<file path="src/rtl/core/mafw_pkg.sv">
// ----------------------------------------------------------------------------
// mafw_pkg
// Shared types, constants and header tables of the MPEG audio frame walker.
// ----------------------------------------------------------------------------
package mafw_pkg;

  localparam int COUNT_BITS = 24;
  localparam int Q_DEPTH    = 4;
  localparam int Q_PTR_BITS = $clog2(Q_DEPTH);
  localparam int DIV_BITS   = 33;

  localparam logic [COUNT_BITS-1:0] CNT_MAX = {COUNT_BITS{1'b1}};
  localparam logic [32:0] TOTAL_MAX = {33{1'b1}};
  localparam logic [23:0] F24_MAX = 24'hFFFFFF;

  localparam logic [1:0] KIND_FRAME = 2'd0;
  localparam logic [1:0] KIND_SUM   = 2'd1;
  localparam logic [1:0] KIND_ERR   = 2'd2;

  localparam logic [1:0] ERR_NONE     = 2'd0;
  localparam logic [1:0] ERR_RESERVED = 2'd1;
  localparam logic [1:0] ERR_SYNC     = 2'd2;
  localparam logic [1:0] ERR_NOFRAME  = 2'd3;

  localparam logic [1:0] PH_HUNT = 2'd0;
  localparam logic [1:0] PH_HDR1 = 2'd1;
  localparam logic [1:0] PH_HDR2 = 2'd2;
  localparam logic [1:0] PH_SKIP = 2'd3;

  typedef struct packed {
    logic [7:0] data_byte;
    logic       end_of_stream;
  } in_t;

  typedef struct packed {
    logic [1:0]  result_kind;
    logic [1:0]  version_code;
    logic [1:0]  layer_code;
    logic [8:0]  bitrate_kbps;
    logic [15:0] sample_rate_hz;
    logic [10:0] samples_in_frame;
    logic [11:0] frame_bytes;
    logic        padded;
    logic [8:0]  average_kbps;
    logic [23:0] frames_seen;
    logic [1:0]  error_code;
  } out_t;

  typedef struct packed {
    logic                start;
    logic [DIV_BITS-1:0] dividend;
    logic [23:0]         divisor;
  } div_req_t;

  localparam logic [8:0] RATE_V1 [3][16] = '{
    '{9'd0, 9'd32, 9'd64, 9'd96, 9'd128, 9'd160, 9'd192, 9'd224,
      9'd256, 9'd288, 9'd320, 9'd352, 9'd384, 9'd416, 9'd448, 9'd0},
    '{9'd0, 9'd32, 9'd48, 9'd56, 9'd64, 9'd80, 9'd96, 9'd112,
      9'd128, 9'd160, 9'd192, 9'd224, 9'd256, 9'd320, 9'd384, 9'd0},
    '{9'd0, 9'd32, 9'd40, 9'd48, 9'd56, 9'd64, 9'd80, 9'd96,
      9'd112, 9'd128, 9'd160, 9'd192, 9'd224, 9'd256, 9'd320, 9'd0}};

  localparam logic [8:0] RATE_V2 [2][16] = '{
    '{9'd0, 9'd32, 9'd48, 9'd56, 9'd64, 9'd80, 9'd96, 9'd112,
      9'd128, 9'd144, 9'd160, 9'd176, 9'd192, 9'd224, 9'd256, 9'd0},
    '{9'd0, 9'd8, 9'd16, 9'd24, 9'd32, 9'd40, 9'd48, 9'd56,
      9'd64, 9'd80, 9'd96, 9'd112, 9'd128, 9'd144, 9'd160, 9'd0}};

  function automatic logic [8:0] lookup_kbps(logic [1:0] ver, logic [1:0] lay,
                                             logic [3:0] idx);
    logic [8:0] r;
    r = 9'd0;
    unique case (lay)
      2'd3: r = (ver == 2'd3) ? RATE_V1[0][idx] : RATE_V2[0][idx];
      2'd2: r = (ver == 2'd3) ? RATE_V1[1][idx] : RATE_V2[1][idx];
      2'd1: r = (ver == 2'd3) ? RATE_V1[2][idx] : RATE_V2[1][idx];
      default: r = 9'd0;
    endcase
    return r;
  endfunction

  function automatic logic [10:0] lookup_samples(logic [1:0] ver, logic [1:0] lay);
    logic [10:0] r;
    if (lay == 2'd3) r = 11'd384;
    else if (lay == 2'd2) r = 11'd1152;
    else r = (ver == 2'd3) ? 11'd1152 : 11'd576;
    return r;
  endfunction

  function automatic logic [15:0] lookup_hz(logic [1:0] ver, logic [1:0] sidx);
    logic [15:0] r;
    unique case (sidx)
      2'd1: r = 16'd48000;
      2'd2: r = 16'd32000;
      default: r = 16'd44100;
    endcase
    if (ver == 2'd2) r = r >> 1;
    else if (ver == 2'd0) r = r >> 2;
    return r;
  endfunction

  function automatic logic [23:0] frames_out(logic [COUNT_BITS-1:0] n);
    logic [32:0] w;
    w = 33'(n);
    return (w > 33'(F24_MAX)) ? F24_MAX : w[23:0];
  endfunction

endpackage

</file>
<file path="src/rtl/core/mafw_queue.sv">
// ----------------------------------------------------------------------------
// mafw_queue
// Front end: accepts input words into a short queue feeding the back end.
// ----------------------------------------------------------------------------
module mafw_queue (
  input  logic          clk,
  input  logic          rst,
  input  logic          in_valid,
  output logic          in_stall,
  input  mafw_pkg::in_t in_data,
  output logic          q_valid,
  output mafw_pkg::in_t q_word,
  input  logic          q_pop
);
  import mafw_pkg::*;

  in_t                 mem [Q_DEPTH];
  logic [Q_PTR_BITS-1:0] wr_ptr, rd_ptr;
  logic [Q_PTR_BITS:0]   count;
  logic                  push, pop;

  assign in_stall = (count == (Q_PTR_BITS+1)'(Q_DEPTH));
  assign push     = in_valid && !in_stall;
  assign q_valid  = (count != '0);
  assign pop      = q_pop && q_valid;
  assign q_word   = mem[rd_ptr];

  always_ff @(posedge clk) begin
    if (push) mem[wr_ptr] <= in_data;
  end

  always_ff @(posedge clk) begin
    if (rst) begin
      wr_ptr <= '0;
      rd_ptr <= '0;
      count  <= '0;
    end else begin
      if (push) wr_ptr <= wr_ptr + 1'b1;
      if (pop) rd_ptr <= rd_ptr + 1'b1;
      unique case ({push, pop})
        2'b10:   count <= count + 1'b1;
        2'b01:   count <= count - 1'b1;
        default: count <= count;
      endcase
    end
  end

endmodule

</file>
<file path="src/rtl/core/mafw_div.sv">
// ----------------------------------------------------------------------------
// mafw_div
// Restoring divider, one quotient bit per cycle.
// ----------------------------------------------------------------------------
module mafw_div (
  input  logic                     clk,
  input  logic                     rst,
  input  mafw_pkg::div_req_t       req,
  output logic                     done,
  output logic [mafw_pkg::DIV_BITS-1:0] quotient
);
  import mafw_pkg::*;

  localparam int CNT_W = $clog2(DIV_BITS + 1);

  logic [24:0]      rem;
  logic [23:0]      dvs;
  logic [CNT_W-1:0] cnt;
  logic             busy;
  logic [24:0]      r2;

  assign r2 = {rem[23:0], quotient[DIV_BITS-1]};

  always_ff @(posedge clk) begin
    if (rst) begin
      busy <= 1'b0;
      done <= 1'b0;
      cnt  <= '0;
    end else if (req.start) begin
      busy     <= 1'b1;
      done     <= 1'b0;
      cnt      <= CNT_W'(DIV_BITS);
      quotient <= req.dividend;
      rem      <= '0;
      dvs      <= req.divisor;
    end else if (busy) begin
      if (r2 >= {1'b0, dvs}) begin
        rem      <= r2 - {1'b0, dvs};
        quotient <= {quotient[DIV_BITS-2:0], 1'b1};
      end else begin
        rem      <= r2;
        quotient <= {quotient[DIV_BITS-2:0], 1'b0};
      end
      cnt <= cnt - 1'b1;
      if (cnt == CNT_W'(1)) begin
        busy <= 1'b0;
        done <= 1'b1;
      end
    end
  end

endmodule

</file>
<file path="src/rtl/core/mafw_back.sv">
// ----------------------------------------------------------------------------
// mafw_back
// Back end: header parse, frame skip, counters, length/average and result.
// ----------------------------------------------------------------------------
module mafw_back (
  input  logic           clk,
  input  logic           rst,
  input  logic [23:0]    search_limit,
  input  logic           q_valid,
  input  mafw_pkg::in_t  q_word,
  output logic           q_pop,
  output logic           out_valid,
  input  logic           out_stall,
  output mafw_pkg::out_t out_data
);
  import mafw_pkg::*;

  localparam logic [2:0] ST_IDLE  = 3'd0;
  localparam logic [2:0] ST_MUL   = 3'd1;
  localparam logic [2:0] ST_SCALE = 3'd2;
  localparam logic [2:0] ST_DIV   = 3'd3;
  localparam logic [2:0] ST_DONE  = 3'd4;

  logic [2:0]            st;
  logic [1:0]            phase, ver, lay;
  logic [11:0]           skip;
  logic [32:0]           btot;
  logic [COUNT_BITS-1:0] ftot, miss;
  logic                  is_sum;
  logic [8:0]            f_kbps;
  logic [15:0]           f_hz;
  logic [10:0]           f_smp;
  logic                  f_pad;
  logic [23:0]           f_frames;
  logic [19:0]           prod;

  div_req_t              dreq;
  logic                  div_done;
  logic [DIV_BITS-1:0]   quo;

  logic                  out_free, take;
  logic [7:0]            b;
  logic [8:0]            kbps_c;
  logic                  hunt, rsv, is_frame, sync_over;
  logic [COUNT_BITS-1:0] miss_inc, ftot_new;
  logic [33:0]           btot_sum;
  logic [12:0]           len13;
  logic                  res_load;
  out_t                  res_word;

  mafw_div u_div (
    .clk      (clk),
    .rst      (rst),
    .req      (dreq),
    .done     (div_done),
    .quotient (quo)
  );

  assign out_free  = !out_valid || !out_stall;
  assign take      = (st == ST_IDLE) && q_valid && out_free;
  assign q_pop     = take;
  assign b         = q_word.data_byte;
  assign kbps_c    = lookup_kbps(ver, lay, b[7:4]);
  assign miss_inc  = (miss == CNT_MAX) ? miss : miss + 1'b1;
  assign ftot_new  = (ftot == CNT_MAX) ? ftot : ftot + 1'b1;
  assign btot_sum  = {1'b0, btot} + 34'(kbps_c);
  assign len13     = quo[12:0] + 13'(f_pad);
  assign sync_over = 33'(miss_inc) > 33'(search_limit);

  always_comb begin
    hunt     = 1'b0;
    rsv      = 1'b0;
    is_frame = 1'b0;
    if (!q_word.end_of_stream) begin
      unique case (phase)
        PH_HUNT: hunt = 1'b1;
        PH_HDR1: begin
          hunt = 1'b1;
          rsv  = (b[7:5] == 3'b111) && ((b[4:3] == 2'd1) || (b[2:1] == 2'd0));
        end
        PH_HDR2: begin
          is_frame = (kbps_c != 9'd0) && (b[3:2] != 2'd3);
          rsv      = (kbps_c != 9'd0) && (b[3:2] == 2'd3);
          hunt     = !is_frame;
        end
        default: ;
      endcase
    end
  end

  always_comb begin
    dreq.start    = 1'b0;
    dreq.dividend = {{(DIV_BITS-20){1'b0}}, prod};
    dreq.divisor  = {8'd0, f_hz};
    if (take && q_word.end_of_stream && (ftot != '0)) begin
      dreq.start    = 1'b1;
      dreq.dividend = btot;
      dreq.divisor  = 24'(ftot);
    end else if (st == ST_SCALE) begin
      dreq.start    = 1'b1;
      // times 125 = 128 - 2 - 1
      dreq.dividend = ({13'd0, prod} << 7) - ({13'd0, prod} << 1) - {13'd0, prod};
    end
  end

  // result word for this cycle, loaded into the output register
  always_comb begin
    res_load = 1'b0;
    res_word = '0;
    if (take) begin
      if (q_word.end_of_stream) begin
        if (ftot == '0) begin
          res_load            = 1'b1;
          res_word.result_kind = KIND_ERR;
          res_word.error_code  = ERR_NOFRAME;
        end
      end else if (hunt) begin
        if (rsv) begin
          res_load             = 1'b1;
          res_word.result_kind = KIND_ERR;
          res_word.frames_seen = frames_out(ftot);
          res_word.error_code  = ERR_RESERVED;
        end else if (sync_over) begin
          res_load             = 1'b1;
          res_word.result_kind = KIND_ERR;
          res_word.frames_seen = frames_out(ftot);
          res_word.error_code  = ERR_SYNC;
        end
      end
    end else if ((st == ST_DONE) && out_free) begin
      res_load             = 1'b1;
      res_word.frames_seen = f_frames;
      if (is_sum) begin
        res_word.result_kind  = KIND_SUM;
        res_word.average_kbps = quo[8:0];
      end else begin
        res_word.result_kind      = KIND_FRAME;
        res_word.version_code     = ver;
        res_word.layer_code       = lay;
        res_word.bitrate_kbps     = f_kbps;
        res_word.sample_rate_hz   = f_hz;
        res_word.samples_in_frame = f_smp;
        res_word.frame_bytes      = len13[11:0];
        res_word.padded           = f_pad;
      end
    end
  end

  always_ff @(posedge clk) begin
    if (rst) out_valid <= 1'b0;
    else if (res_load) out_valid <= 1'b1;
    else if (!out_stall) out_valid <= 1'b0;
  end

  always_ff @(posedge clk) begin
    if (res_load) out_data <= res_word;
  end

  always_ff @(posedge clk) begin
    if (rst) begin
      st        <= ST_IDLE;
      phase     <= PH_HUNT;
      ver       <= 2'd0;
      lay       <= 2'd0;
      skip      <= '0;
      btot      <= '0;
      ftot      <= '0;
      miss      <= '0;
    end else begin
      unique case (st)
        ST_IDLE: if (take) begin
          if (q_word.end_of_stream) begin
            phase <= PH_HUNT;
            skip  <= '0;
            miss  <= '0;
            btot  <= '0;
            ftot  <= '0;
            if (ftot != '0) begin
              f_frames <= frames_out(ftot);
              is_sum   <= 1'b1;
              st       <= ST_DIV;
            end
          end else begin
            unique case (phase)
              PH_SKIP: begin
                skip <= skip - 1'b1;
                if (skip == 12'd1) phase <= PH_HUNT;
              end
              PH_HUNT: if (b == 8'hFF) phase <= PH_HDR1;
              PH_HDR1: begin
                if (b[7:5] == 3'b111) begin
                  ver   <= b[4:3];
                  lay   <= b[2:1];
                  phase <= rsv ? PH_HUNT : PH_HDR2;
                end else begin
                  phase <= PH_HUNT;
                end
              end
              default: begin
                phase <= PH_HUNT;
                if (is_frame) begin
                  if (ftot != CNT_MAX) begin
                    ftot <= ftot_new;
                    btot <= btot_sum[33] ? TOTAL_MAX : btot_sum[32:0];
                  end
                  miss     <= '0;
                  f_kbps   <= kbps_c;
                  f_hz     <= lookup_hz(ver, b[3:2]);
                  f_smp    <= lookup_samples(ver, lay);
                  f_pad    <= b[1];
                  f_frames <= frames_out(ftot_new);
                  is_sum   <= 1'b0;
                  st       <= ST_MUL;
                end
              end
            endcase
            if (hunt) begin
              if (!rsv && sync_over) miss <= '0;
              else miss <= miss_inc;
            end
          end
        end
        ST_MUL: begin
          prod <= f_smp * f_kbps;
          st   <= ST_SCALE;
        end
        ST_SCALE: st <= ST_DIV;
        ST_DIV: if (div_done) st <= ST_DONE;
        ST_DONE: if (out_free) begin
          if (!is_sum && (len13 > 13'd3)) begin
            skip  <= 12'(len13 - 13'd3);
            phase <= PH_SKIP;
          end
          st <= ST_IDLE;
        end
        default: st <= ST_IDLE;
      endcase
    end
  end

endmodule

</file>
<file path="src/rtl/core/mpeg_audio_frame_walker_top.sv">
// ----------------------------------------------------------------------------
// mpeg_audio_frame_walker_top
// MPEG audio frame header walker: sync hunt, header decode, frame skip, stats.
// ----------------------------------------------------------------------------
// Feed the byte stream one word per handshake; a word with end_of_stream set
// asks for the summary and clears the counters. Ordinary bytes (hunting or
// skipping) pass through the back end without holding it; a completed header
// holds the back end for the multiply, the scale by 125 and the 33-step serial
// divide for the frame length, and an end-of-stream summary while the same
// divider forms the average. A four-word input queue absorbs that stall. The
// output register holds one result; the back end takes its next word only once
// that result is accepted, or in the same cycle as it is accepted.
module mpeg_audio_frame_walker_top (
  input  logic           clk,
  input  logic           rst,
  input  logic           in_valid,
  output logic           in_stall,
  input  mafw_pkg::in_t  in_data,
  output logic           out_valid,
  input  logic           out_stall,
  output mafw_pkg::out_t out_data,
  input  logic           cfg_we,
  input  logic [23:0]    cfg_data
);
  import mafw_pkg::*;

  // search_limit register
  logic [23:0] search_limit;
  logic        q_valid, q_pop;
  in_t         q_word;

  always_ff @(posedge clk) begin
    if (rst) search_limit <= 24'd65535;
    else if (cfg_we) search_limit <= cfg_data;
  end

  mafw_queue u_queue (
    .clk      (clk),
    .rst      (rst),
    .in_valid (in_valid),
    .in_stall (in_stall),
    .in_data  (in_data),
    .q_valid  (q_valid),
    .q_word   (q_word),
    .q_pop    (q_pop)
  );

  mafw_back u_back (
    .clk          (clk),
    .rst          (rst),
    .search_limit (search_limit),
    .q_valid      (q_valid),
    .q_word       (q_word),
    .q_pop        (q_pop),
    .out_valid    (out_valid),
    .out_stall    (out_stall),
    .out_data     (out_data)
  );

  // back end only pops a word that is there
  a_pop_valid: assert property (@(posedge clk) disable iff (rst) q_pop |-> q_valid)
    else $error("pop from empty queue");

  // an error result always carries a nonzero code
  a_err_code: assert property (@(posedge clk) disable iff (rst)
    out_valid && (out_data.result_kind == KIND_ERR) |-> out_data.error_code != ERR_NONE)
    else $error("error result without code");

  // summaries and frames carry no error code
  a_ok_code: assert property (@(posedge clk) disable iff (rst)
    out_valid && (out_data.result_kind != KIND_ERR) |-> out_data.error_code == ERR_NONE)
    else $error("non-error result with code");

  // a fresh result only loads when the previous one was taken
  a_no_overwrite: assert property (@(posedge clk) disable iff (rst)
    out_valid && out_stall |=> out_valid && $stable(out_data))
    else $error("result overwritten while stalled");

endmodule
</file>
<file path="config.mk">
export PLATFORM = sky130hd
export DESIGN_NAME = mpeg_audio_frame_walker_top
export DESIGN_NICKNAME = d
export VERILOG_FILES = /design/src/rtl/core/mafw_pkg.sv /design/src/rtl/core/mafw_queue.sv /design/src/rtl/core/mafw_div.sv /design/src/rtl/core/mafw_back.sv /design/src/rtl/core/mpeg_audio_frame_walker_top.sv
export SDC_FILE = /design/constraint.sdc
export NUM_CORES = 1
export LEC_CHECK = 0
export ABC_CLOCK_PERIOD_IN_PS = 7100
export BUFFER_PORTS_ARGS = -buffer_cell sky130_fd_sc_hd__buf_2
export CAP_MARGIN = 20
export CORE_MARGIN = 10
export CORE_UTILIZATION = 55
export CTS_BUF_LIST = sky130_fd_sc_hd__clkbuf_8
export DETAILED_ROUTE_END_ITERATION = 6
export PLACE_DENSITY = 0.73
export SYNTH_ARGS = -nofsm -noshare
export SYNTH_HDL_FRONTEND = slang
export SYNTH_HIERARCHICAL = 1
export SYNTH_SLANG_ARGS = --single-unit
</file>
<file path="constraint.sdc">
create_clock -name clk -period 7.1 [get_ports clk]
set_clock_uncertainty 0.2 [all_clocks]
set_input_delay 0.71 -clock clk [delete_from_list [all_inputs] [get_ports clk]]
set_output_delay 0.71 -clock clk [all_outputs]
set_load 0.005 [all_outputs]
</file>
==> impl_metrics.csv, run 1 <==
group,metric,value,unit
setup_path,worst_path_max_delay_cell,"sky130_fd_sc_hd__or2_4",
setup_path,worstSetupStartpointType,"flip-flop",
synthesis,yosys.area_share.simple,0.174,
synthesis,asyncSetResetFlopFracSynth,0,
sta,max_clock_freq,0.164,GHz
clocking,clock_tree.htree_level_count,3,
placement,hpwl,42400,microns
setup_path,cp_top_family,"simple AND/OR/NAND/NOR gates",
clocking,tritoncts,"built",
min_path,timing.hold.worst_endpoint,"search_limit[7]$_SDFFE_PP1P_",
setup_path,r2r_start,"u_back/miss[4]$_SDFFE_PP0P_",
synthesis,post_synth_num_cell_types,120,
global_route,first_global_vias,18311,
setup_path,crit_type,"reg -> reg",
synthesis,ys.warnings.count,6,
detailed_routing,detail_route.vias_per_cell,6.02,
setup_path,worst-path-max-fanout,55,
setup_path,critical_path.endpoint_type,"flip-flop",
power_and_ir_drop,total_power,6.47,mW
global_route,grt_pass1_wl,96200,microns
sta,setup_viol,0,
setup_path,r2r.worst_path.cells,18,
global_route,grt_start_max_net_pins,66,
synthesis,mappedNetlistArea,24100,sq um
clocking,cts_resized,0,
sta,unrepaired_setup_endpoints_after_global_routing,"no",
floorplan,die_h,229,microns
sta,finalCritPeriodShare,0.858,
placement,portBuffers,119,
synthesis,main_combinational_cell_family_by_area_after_synthesis,"simple AND/OR/NAND/NOR gates",
placement,dp_worst_setup_slack,1070,ps
detailed_routing,post-route-drc-count,0,
setup_path,worst_ep_arrival_time,6200,ps
setup_path,critical_path.cell_chain,"nand4_1 -> or4_1 -> o311ai_2 -> nor2_1 -> and2_1 -> and3_1 -> nor2b_1 -> or2_1 -> ha_1 -> nand4_1 -> or2_2 -> inv_1 -> o31ai_1 -> a21oi_1 -> o211ai_2 -> a21oi_1 -> or2_4 -> buf_4",
sta,timing_hold_violations_final,0,
setup_path,max_stage_delay,780,ps
finish,syn2layout_area_growth,9.11,%
min_path,hp-class,"in -> reg",
detailed_routing,route.vias.total,18891,
synthesis,synth_adder_area_share,0.0798,
global_route,grt-ovfl-total,0,
synthesis,ys_ff_latch,398,
min_path,hold_path_depth,2,
finish,num_antenna_cells,0,
run,max-cap-violations,0,
floorplan,num_io_pins,130,
setup_path,worstPathRequired,7200,ps
clocking,clock-root-buffer,"sky130_fd_sc_hd__clkbuf_8",
clocking,worst_setup_hold_path_clk_slew,60,ps
setup_path,timing.reg2reg.setup_slack,1010,ps
global_route,antenna_violations_before_repair,1,
sta,max_slew.worst_pin.slew,894,ps
finish,register_area,10500,sq um
finish,layout.filler_cells,3610,
power_and_ir_drop,ir_worst_vdd,0.128,mV
floorplan,die_area,52600,sq um
finish,proportion_of_layout_cells_with_a_drive_suffix_above_1,0.154,
floorplan,die-width,229,microns
global_route,track_usage,0.220,
synthesis,postSynth.topFlopCell,"sky130_fd_sc_hd__edfxtp_1",
sta,totalNegativeSetupSlack,0,ps
detailed_routing,drt-pass1-iter-count,5,
setup_path,rr_endpoint,"u_back/out_data[82]$_SDFFCE_PP0P_",
detailed_routing,totalWireLength,60100,microns
placement,place_congestion,0.908,
detailed_routing,postRouteAntennaNets,0,
power_and_ir_drop,powerDensity,246,nW/um^2
synthesis,syn-mean-instance-area,9.91,sq um
min_path,hp-start,"cfg_data[7]",
sta,finalCriticalPeriod,6090,ps
synthesis,synth_xor_xnor_area_share,0.0421,
clocking,cts_hold_buffers,0,
setup_path,path_buf_inv,2,
clocking,clk_path_buf_depth,3,
sta,drv_slew,0,
clocking,postCtsSetupBuffers,0,
synthesis,edff_count_synth,256,
finish,multiInputGateArea,12300,sq um
synthesis,ys_seq_area_frac,0.437,
finish,net_count_final,2680,
floorplan,start_util,0.558,
floorplan,core_outline_area,43200,sq um
sta,fin_ws,1010,ps
clocking,tritoncts_num_sinks,398,
floorplan,placement_rows,76,
synthesis,netlist_instances,2429,
clocking,tritoncts.num_buffers,70,
status,status,"completed",
sta,max_slew_margin,0.400,
power_and_ir_drop,p_leak,10.3,nW
clocking,clk_latency,630,ps
detailed_routing,drt-initial-drc-count,1605,
synthesis,synthMuxAreaShare,0.0398,
synthesis,compound_gate_portion_of_the_synthesized_area,0.170,
detailed_routing,wl_per_instance,19.2,microns
==> worst max-delay path by stage <==
| stage | startpoint | end | slack [ps] | depth (start not counted) |
|---|---|---|---|---|
| after floorplan | u_back/miss[0]$_SDFFE_PP0P_ | u_back/out_data[0]$_SDFFCE_PN0P_ | 1180 | 19 |
| after global placement | u_back/miss[3]$_SDFFE_PP0P_ | u_back/out_data[56]$_SDFFCE_PP0P_ | 1240 | 18 |
| after detailed placement | u_back/miss[3]$_SDFFE_PP0P_ | u_back/out_data[56]$_SDFFCE_PP0P_ | 1070 | 18 |
| after CTS | u_back/miss[4]$_SDFFE_PP0P_ | u_back/out_data[82]$_SDFFCE_PP0P_ | 1040 | 18 |
| after global routing | u_back/miss[4]$_SDFFE_PP0P_ | u_back/out_data[25]$_DFFE_PP_ | 690 | 18 |
| final | u_back/miss[4]$_SDFFE_PP0P_ | u_back/out_data[82]$_SDFFCE_PP0P_ | 1010 | 18 |
==> state kept, by name, indices dropped and copies added (netlist names), 4 cells and up, named ones only <==
register / cells
u_queue/mem: 36
u_back/f_kbps: 6
u_back/skip: 12
u_back/f_hz: 14
u_back/f_smp: 4
search_limit: 24
u_back/u_div/rem: 24
u_back/prod: 11
u_back/u_div/quotient: 33
u_back/u_div/cnt: 6
u_back/f_frames: 24
u_back/u_div/dvs: 24
u_back/out_data: 78
u_back/miss: 24
u_back/ftot: 24
u_back/btot: 31
==> kinds of logic (layout without fill, tap and decap cells) <==
family | count (synthesis) | in the layout
multiplexers | 77 | 77
XOR/XNOR | 115 | 115
other | 1 | 10
AO/OA/AOI/OAI | 594 | 594
adder cells (fa/ha/maj) | 144 | 144
AND/OR/NAND/NOR | 811 | 811
buffers and inverters | 289 | 402
flip-flops | 398 | 398
==> cell usage after synthesis (15+ instances only) <==
library cell,number,area share
sky130_fd_sc_hd__a211o_1,22,0.0080
sky130_fd_sc_hd__a211oi_1,24,0.0075
sky130_fd_sc_hd__a21o_1,34,0.011
sky130_fd_sc_hd__a21oi_1,143,0.030
sky130_fd_sc_hd__a21oi_2,15,0.0055
sky130_fd_sc_hd__a22o_1,45,0.016
sky130_fd_sc_hd__a22oi_1,15,0.0047
sky130_fd_sc_hd__a31oi_1,30,0.0078
sky130_fd_sc_hd__and2_1,88,0.023
sky130_fd_sc_hd__and3_1,23,0.0060
sky130_fd_sc_hd__buf_2,41,0.0085
sky130_fd_sc_hd__buf_4,20,0.0062
sky130_fd_sc_hd__buf_6,16,0.0075
sky130_fd_sc_hd__clkbuf_1,66,0.010
sky130_fd_sc_hd__dfxtp_1,142,0.12
sky130_fd_sc_hd__edfxtp_1,256,0.32
sky130_fd_sc_hd__fa_1,16,0.013
sky130_fd_sc_hd__ha_1,128,0.067
sky130_fd_sc_hd__inv_1,130,0.020
sky130_fd_sc_hd__mux2_2,51,0.024
sky130_fd_sc_hd__mux2i_1,15,0.0062
sky130_fd_sc_hd__nand2_1,185,0.029
sky130_fd_sc_hd__nand2b_1,27,0.0070
sky130_fd_sc_hd__nand3_1,90,0.019
sky130_fd_sc_hd__nand4_1,33,0.0086
sky130_fd_sc_hd__nor2_1,165,0.026
sky130_fd_sc_hd__nor2b_1,29,0.0075
sky130_fd_sc_hd__nor3_1,58,0.012
sky130_fd_sc_hd__o211ai_1,16,0.0050
sky130_fd_sc_hd__o21a_1,17,0.0053
sky130_fd_sc_hd__o21ai_0,89,0.018
sky130_fd_sc_hd__o21ai_1,36,0.0075
sky130_fd_sc_hd__or3_1,25,0.0065
sky130_fd_sc_hd__xnor2_1,63,0.023
sky130_fd_sc_hd__xor2_1,51,0.019
==> metal layers <==
layer / track usage / wire (microns) / vias up / part of all wire
met5: 0 / 0 / - / 0
met4: 0.0863 / 1590 / 0 / 0.027
met3: 0.0349 / 3810 / 121 / 0.063
met2: 0.356 / 28300 / 682 / 0.47
met1: 0.291 / 26400 / 9120 / 0.44
li1: - / - / 8968 / -
==> per-stage QoR <==
step / hold WS, ps / instance area, sq um / utilization / cells
after global placement: 261 / 24800 / 0.574 / 3008
final: 92.7 / 26300 / 0.609 / 3136
after detailed placement: 269 / 24800 / 0.575 / 3009
after floorplan: 229 / 24100 / - / 2438
after CTS: 43.8 / 26200 / 0.608 / 3134
after global routing: 70.8 / 26300 / 0.609 / 3136
==> cells in the final DEF (no fill, tap or decap), types with 15 or more instances in the layout <==
cell type / Yosys / routed
sky130_fd_sc_hd__nand4_1: 33 / 33
sky130_fd_sc_hd__fa_1: 16 / 16
sky130_fd_sc_hd__mux2_2: 51 / 51
sky130_fd_sc_hd__a31oi_1: 30 / 30
sky130_fd_sc_hd__and3_1: 23 / 23
sky130_fd_sc_hd__o211ai_1: 16 / 16
sky130_fd_sc_hd__nand3_1: 90 / 90
sky130_fd_sc_hd__mux2i_1: 15 / 15
sky130_fd_sc_hd__xnor2_1: 63 / 63
sky130_fd_sc_hd__a22oi_1: 15 / 15
sky130_fd_sc_hd__xor2_1: 51 / 51
sky130_fd_sc_hd__nand2_1: 185 / 185
sky130_fd_sc_hd__a22o_1: 45 / 45
sky130_fd_sc_hd__a21o_1: 34 / 34
sky130_fd_sc_hd__buf_4: 20 / 20
sky130_fd_sc_hd__dfxtp_1: 142 / 142
sky130_fd_sc_hd__nor3_1: 58 / 57
sky130_fd_sc_hd__o21ai_1: 36 / 35
sky130_fd_sc_hd__clkbuf_8: 1 / 83
sky130_fd_sc_hd__a211oi_1: 24 / 23
sky130_fd_sc_hd__and2_1: 88 / 88
sky130_fd_sc_hd__nand2b_1: 27 / 27
sky130_fd_sc_hd__nor2_1: 165 / 160
sky130_fd_sc_hd__nor2b_1: 29 / 29
sky130_fd_sc_hd__a21oi_1: 143 / 142
sky130_fd_sc_hd__or3_1: 25 / 25
sky130_fd_sc_hd__ha_1: 128 / 128
sky130_fd_sc_hd__a21oi_2: 15 / 15
sky130_fd_sc_hd__edfxtp_1: 256 / 256
sky130_fd_sc_hd__buf_2: 41 / 118
sky130_fd_sc_hd__o21ai_0: 89 / 89
sky130_fd_sc_hd__a211o_1: 22 / 22
sky130_fd_sc_hd__inv_1: 130 / 152
sky130_fd_sc_hd__o21a_1: 17 / 17
==> where the power goes <==
group / switching, mW / internal [mW] / leakage, nW
Sequential: 0.128 / 2.74 / 3.53
Combinational: 0.938 / 0.499 / 5.98
Clock: 0.949 / 1.21 / 0.806
Total: 2.02 / 4.45 / 10.3
==> area by class of cell <==
cell class	count	area share
Multi-Input combinational cell	1751	0.468
Sequential cell	398	0.401
Clock buffer	83	0.0435
Timing Repair Buffer	141	0.0301
Tap cell	585	0.0279
Inverter	136	0.0194
Clock inverter	42	0.0108
No activity file was read; power rests on OpenSTA's default activity.
==> run 2: changes to the inputs <==
--- a/config.mk
+++ b/config.mk
@@ -9,10 +9,10 @@
 export BUFFER_PORTS_ARGS = -buffer_cell sky130_fd_sc_hd__buf_2
 export CAP_MARGIN = 20
 export CORE_MARGIN = 10
-export CORE_UTILIZATION = 55
+export CORE_UTILIZATION = 40
 export CTS_BUF_LIST = sky130_fd_sc_hd__clkbuf_8
 export DETAILED_ROUTE_END_ITERATION = 6
-export PLACE_DENSITY = 0.73
+export RECOVER_POWER = 50
 export SYNTH_ARGS = -nofsm -noshare
 export SYNTH_HDL_FRONTEND = slang
 export SYNTH_HIERARCHICAL = 1
==> run 2 against run 1 <==
Against the previous run:
- critical path type unchanged
- maximum frequency is 2.4% lower
- sequential share of layout area hardly changed
- highest routed layer unchanged
- cell count grew 6.4%
- critical endpoint is now u_back/out_data[85]$_SDFFCE_PP0P_
- the flow now finishes with violations (max-capacitance violations, max-slew violations)
==> impl_metrics.csv, run 2 (synthesis results as in run 1) <==
group,metric,value,unit
detailed_routing,post-route-drc-count,0,
clocking,tritoncts_num_sinks,398,
placement,hpwl,46100,microns
clocking,cts_resized,0,
detailed_routing,drt-initial-drc-count,1376,
detailed_routing,totalWireLength,64900,microns
detailed_routing,wl_per_instance,19.4,microns
sta,max_clock_freq,0.160,GHz
sta,unrepaired_setup_endpoints_after_global_routing,"no",
min_path,hold_path_depth,2,
finish,regMostFlops,"u_back/out_data",
global_route,antenna_violations_before_repair,1,
detailed_routing,drt-pass1-iter-count,5,
power_and_ir_drop,power.clock.fraction,0.324,
global_route,grt_start_max_net_pins,63,
global_route,grt_pass1_wl,102000,microns
setup_path,critical_path.endpoint_type,"flip-flop",
setup_path,worstSetupStartpointType,"flip-flop",
detailed_routing,detail_route.vias_per_cell,5.60,
sta,drv_slew,380,
clocking,tritoncts,"built",
power_and_ir_drop,powerDensity,244,nW/um^2
placement,portBuffers,119,
setup_path,worst-path-max-fanout,61,
finish,net_count_final,2688,
clocking,clk_path_buf_depth,3,
power_and_ir_drop,share_seq_of_total_power,0.454,
finish,largest_register_ffs,78,
run,max-cap-violations,8,
clocking,clock-root-buffer,"sky130_fd_sc_hd__clkbuf_8",
floorplan,start_util,0.406,
floorplan,die_h,265,microns
status,failed_checks,"max-capacitance violations, max-slew violations",
floorplan,core_outline_area,59400,sq um
floorplan,die_area,70400,sq um
global_route,track_usage,0.179,
sta,hold_ws,64.5,ps
finish,reg_top3,"u_back/out_data (78), u_queue/mem (36), u_back/u_div/quotient (33)",
sta,max_slew_margin,-1.09,
power_and_ir_drop,p_leak,10.0,nW
power_and_ir_drop,p_sw_frac,0.330,
detailed_routing,route.vias.total,18705,
sta,totalNegativeSetupSlack,0,ps
power_and_ir_drop,internal_dissipation,4.30,mW
setup_path,crit_type,"reg -> reg",
setup_path,worst_ep_arrival_time,6420,ps
finish,syn2layout_area_growth,9.22,%
clocking,worst_setup_hold_path_clk_slew,50,ps
finish,proportion_of_layout_cells_with_a_drive_suffix_above_1,0.111,
sta,finalCriticalPeriod,6240,ps
power_and_ir_drop,ir_worst_vdd,0.121,mV
floorplan,placement_rows,89,
sta,max_slew.worst_pin.slew,3130,ps
sta,finalCritPeriodShare,0.879,
placement,place_congestion,0.886,
power_and_ir_drop,comb_power_share,0.222,
finish,layout.cells.most_common_list,"256 x sky130_fd_sc_hd__edfxtp_1, 185 x sky130_fd_sc_hd__nand2_1, 163 x sky130_fd_sc_hd__nor2_1, 161 x sky130_fd_sc_hd__inv_1, 145 x sky130_fd_sc_hd__a21oi_1",
setup_path,r2r.worst_path.cells,8,
setup_path,worstPathRequired,7270,ps
global_route,first_global_vias,18751,
detailed_routing,postRouteAntennaNets,0,
min_path,hp-class,"in -> reg",
finish,mostFrequentLayoutCell,"sky130_fd_sc_hd__edfxtp_1",
status,status,"finished with violations",
sta,timing_hold_violations_final,0,
power_and_ir_drop,power.switching,2.12,mW
sta,setup_viol,0,
floorplan,num_io_pins,130,
clocking,clock_tree.htree_level_count,3,
floorplan,die-width,265,microns
clocking,tritoncts.num_buffers,72,
clocking,clk_latency,660,ps
global_route,grt-ovfl-total,0,
[run 2: changes by cell type in the layout (fill, tap and decap cells not counted), moves of 3 or more]
cell,delta
sky130_fd_sc_hd__clkbuf_1,+99
sky130_fd_sc_hd__buf_2,-89
sky130_fd_sc_hd__and2_0,+46
sky130_fd_sc_hd__and2_1,-46
sky130_fd_sc_hd__buf_4,-10
sky130_fd_sc_hd__inv_1,+9
sky130_fd_sc_hd__clkinv_2,+7
sky130_fd_sc_hd__clkbuf_8,-6
sky130_fd_sc_hd__dlygate4sd3_1,+5
sky130_fd_sc_hd__a21oi_1,+3
sky130_fd_sc_hd__nor2_1,+3
[run 2: worst paths after layout]
kind                                                  start                                 to  slack (ps)
worst max register to register                    flip-flop  u_back/out_data[85]$_SDFFCE_PP0P_         860
worst min-delay path                           cfg_data[15]      search_limit[15]$_SDFFE_PP1P_          60
worst max-delay path                              flip-flop  u_back/out_data[85]$_SDFFCE_PP0P_         860
worst min register to register  u_back/skip[3]$_SDFFE_PP0P_        u_back/skip[3]$_SDFFE_PP0P_         280
[run 2: layout make-up]
type / instances / area [sq um]
fill: 5666 / 33100
multi-input combinational: 1751 / 12200
sequential: 398 / 10500
clock buffer: 77 / 1060
tap: 773 / 967
timing repair buffer: 147 / 697
inverter: 136 / 510
clock inverter: 55 / 304
antenna: 1 / 2.50
[run 2: repair_timing]
action                                 4_1_cts  5_1_grt
endpoints found under the hold margin        5        0
setup endpoints to repair                    0        0
buffers inserted                             0        0
hold buffers                                 5        0
[run 2: worst max-delay path, stage by stage, from the launching register on]
cell and delay [ps]:
sky130_fd_sc_hd__dfxtp_1 750, sky130_fd_sc_hd__mux4_2 420, sky130_fd_sc_hd__clkbuf_1 2220, sky130_fd_sc_hd__clkinv_1 410, sky130_fd_sc_hd__clkbuf_1 660, sky130_fd_sc_hd__o211ai_2 290
sky130_fd_sc_hd__a21oi_1 140, sky130_fd_sc_hd__or2_4 500, sky130_fd_sc_hd__buf_12 280
[run 2: stage by stage]
step	cells	worst slack (ps)	instance area [sq um]	utilization	total power [mW]
6_report	3338	856	26300	0.443	6.42
3_3_place_gp	3198	1460	25000	0.422	4.36
3_5_place_dp	3199	1260	25100	0.422	4.41
2_1_floorplan	2438	1180	24100	-	3.88
5_1_grt	3338	487	26300	0.443	6.75
4_1_cts	3336	1230	26500	0.446	6.51
[run 2: power groups by stage]
| stage | logic [mW] | registers [mW] | clock network [mW] |
|---|---|---|---|
| 2_1_floorplan | 0.968 | 2.91 | 0 |
| 3_3_place_gp | 1.42 | 2.95 | 0 |
| 3_5_place_dp | 1.45 | 2.95 | 0 |
| 4_1_cts | 1.46 | 2.91 | 2.14 |
| 5_1_grt | 1.57 | 2.94 | 2.25 |
| 6_report | 1.42 | 2.91 | 2.08 |
[run 2: per-layer routing]
metal,vias up,GRT usage,share of wire
met3,101,0.0314,0.054
met1,9083,0.224,0.44
met4,0,0.0666,0.026
li1,8997,-,-
met5,-,0,0
met2,524,0.304,0.49
==> run 3: changes to the inputs <==
--- a/config.mk
+++ b/config.mk
@@ -12,6 +12,7 @@
 export CORE_UTILIZATION = 40
 export CTS_BUF_LIST = sky130_fd_sc_hd__clkbuf_8
 export DETAILED_ROUTE_END_ITERATION = 6
+export PLACE_DENSITY_LB_ADDON = 0.05
 export RECOVER_POWER = 50
 export SYNTH_ARGS = -nofsm -noshare
 export SYNTH_HDL_FRONTEND = slang
==> run 3 against run 2 <==
Against the previous run:
- the flow still finishes with violations (max-capacitance violations, max-slew violations)
- non-clock buffer count down 2
- total power up 1.0%
- die area unchanged
- sequential cell count unchanged
- register-to-register slack better by 50 ps
- critical path type unchanged
==> impl_metrics.csv, run 3 (synthesis results as in run 1) <==
group,metric,value,unit
status,status,"finished with violations",
status,failed_checks,"max-capacitance violations, max-slew violations",
floorplan,die_area,70400,sq um
sta,max_slew_margin,-1.07,
finish,layout.filler_cells,5734,
global_route,grt-ovfl-total,0,
finish,proportion_of_layout_cells_with_a_drive_suffix_above_1,0.114,
finish,net_count_final,2690,
global_route,track_usage,0.183,
global_route,grt_pass1_wl,103000,microns
sta,drv_slew,249,
detailed_routing,route.vias.total,18548,
setup_path,worstPathRequired,7320,ps
sta,max_clock_freq,0.162,GHz
power_and_ir_drop,share_seq_of_total_power,0.445,
finish,layout.cells.most_common_list,"256 x sky130_fd_sc_hd__edfxtp_1, 185 x sky130_fd_sc_hd__nand2_1, 162 x sky130_fd_sc_hd__nor2_1, 154 x sky130_fd_sc_hd__inv_1, 144 x sky130_fd_sc_hd__a21oi_1",
floorplan,die_h,265,microns
min_path,hold_path_depth,2,
detailed_routing,detail_route.vias_per_cell,5.55,
placement,place_congestion,0.857,
detailed_routing,drt-pass1-iter-count,5,
run,max-cap-violations,5,
floorplan,num_io_pins,130,
setup_path,crit_type,"reg -> reg",
sta,totalNegativeSetupSlack,0,ps
sta,unrepaired_setup_endpoints_after_global_routing,"no",
floorplan,placement_rows,89,
finish,num_antenna_cells,0,
setup_path,worstSetupStartpointType,"flip-flop",
placement,portBuffers,119,
global_route,grt_start_max_net_pins,62,
power_and_ir_drop,total_power,6.48,mW
floorplan,die-width,265,microns
finish,final_core_util,0.444,
floorplan,core_outline_area,59400,sq um
clocking,postCtsSetupBuffers,0,
clocking,clock-root-buffer,"sky130_fd_sc_hd__clkbuf_8",
power_and_ir_drop,powerDensity,246,nW/um^2
finish,reg_top3,"u_back/out_data (78), u_queue/mem (36), u_back/u_div/quotient (33)",
detailed_routing,totalWireLength,65800,microns
clocking,clk_latency,670,ps
power_and_ir_drop,p_sw_frac,0.325,
setup_path,critical_path.endpoint_type,"flip-flop",
setup_path,worst_ep_arrival_time,6410,ps
placement,dp_worst_setup_slack,1450,ps
sta,fin_ws,911,ps
finish,syn2layout_area_growth,9.55,%
power_and_ir_drop,internal_dissipation,4.38,mW
sta,finalCriticalPeriod,6190,ps
min_path,hp-class,"in -> reg",
sta,max_slew.worst_pin.slew,3100,ps
sta,setup_viol,0,
clocking,tritoncts.num_buffers,76,
clocking,tritoncts_num_sinks,398,
finish,mostFrequentLayoutCell,"sky130_fd_sc_hd__edfxtp_1",
clocking,tritoncts,"built",
clocking,worst_setup_hold_path_clk_slew,60,ps
detailed_routing,drt-initial-drc-count,1346,
power_and_ir_drop,power.clock.fraction,0.338,
detailed_routing,wl_per_instance,19.7,microns
clocking,clk_path_buf_depth,3,
setup_path,worst-path-max-fanout,58,
power_and_ir_drop,comb_power_share,0.217,
power_and_ir_drop,ir_worst_vdd,0.148,mV
floorplan,start_util,0.406,
global_route,antenna_violations_before_repair,1,
detailed_routing,postRouteAntennaNets,0,
finish,regMostFlops,"u_back/out_data",
power_and_ir_drop,power.switching,2.11,mW
sta,finalCritPeriodShare,0.872,
power_and_ir_drop,p_leak,10.0,nW
finish,largest_register_ffs,78,
setup_path,r2r.worst_path.cells,8,
global_route,first_global_vias,18291,
clocking,clock_tree.htree_level_count,3,
placement,hpwl,47000,microns
sta,timing_hold_violations_final,0,
detailed_routing,post-route-drc-count,0,
-- run 3: area by class of cell --
type                       instances  area, sq um  area share
sequential                       398        10500       0.399
multi-input combinational       1751        12200       0.464
timing repair buffer             145          672      0.0255
clock inverter                    58          317      0.0120
inverter                         136          510      0.0194
tap                              773          967      0.0367
clock buffer                      83         1140      0.0433
-- run 3: worst paths after layout --
path | slack, ps | end | start
worst max-delay path | 910 | u_back/u_div/quotient[10]$_DFFE_PP_ | u_back/st[0]$_SDFFE_PP0P_
worst min-delay path | 60 | search_limit[9]$_SDFFE_PP1P_ | cfg_data[9]
worst min register to register | 290 | u_back/miss[7]$_SDFFE_PP0P_ | u_back/miss[7]$_SDFFE_PP0P_
worst max register to register | 910 | u_back/u_div/quotient[10]$_DFFE_PP_ | u_back/st[0]$_SDFFE_PP0P_
-- run 3: through the flow --
stage                     hold slack [ps]  std cells  area (sq um)
after global routing                 11.6       3344         26400
final                                64.1       3344         26400
after detailed placement              276       3201         25100
after CTS                          0.0821       3344         26600
after global placement                267       3200         25100
after floorplan                       229       2438         24100
-- run 3: critical path: stages (launching register included) --
cell	delay, ps
sky130_fd_sc_hd__dfxtp_1	370
sky130_fd_sc_hd__nor2_1	310
sky130_fd_sc_hd__nand4_1	560
sky130_fd_sc_hd__clkinv_1	450
sky130_fd_sc_hd__nand2_1	210
sky130_fd_sc_hd__nor2_4	130
sky130_fd_sc_hd__clkbuf_1	2200
sky130_fd_sc_hd__o21ai_0	980
sky130_fd_sc_hd__mux2_2	530
-- run 3: metal layers --
layer / global-route usage / vias up / wire, microns
met5: 0 / - / 0
met4: 0.0635 / 0 / 1790
met3: 0.0341 / 113 / 3590
met2: 0.294 / 497 / 30400
met1: 0.244 / 8925 / 30000
li1: - / 9013 / -
-- run 3: what timing repair did --
| action | in CTS | in global routing |
|---|---|---|
| resized for setup | 0 | 0 |
| endpoints found under the hold margin | 2 | 0 |
| hold buffers | 2 | 0 |
-- run 3: power groups by stage --
| stage | clock network, mW | logic, mW | registers (mW) |
|---|---|---|---|
| after floorplan | 0 | 0.968 | 2.91 |
| after global placement | 0 | 1.44 | 2.92 |
| after detailed placement | 0 | 1.45 | 2.93 |
| after CTS | 2.27 | 1.45 | 2.88 |
| after global routing | 2.38 | 1.57 | 2.91 |
| final | 2.19 | 1.41 | 2.89 |
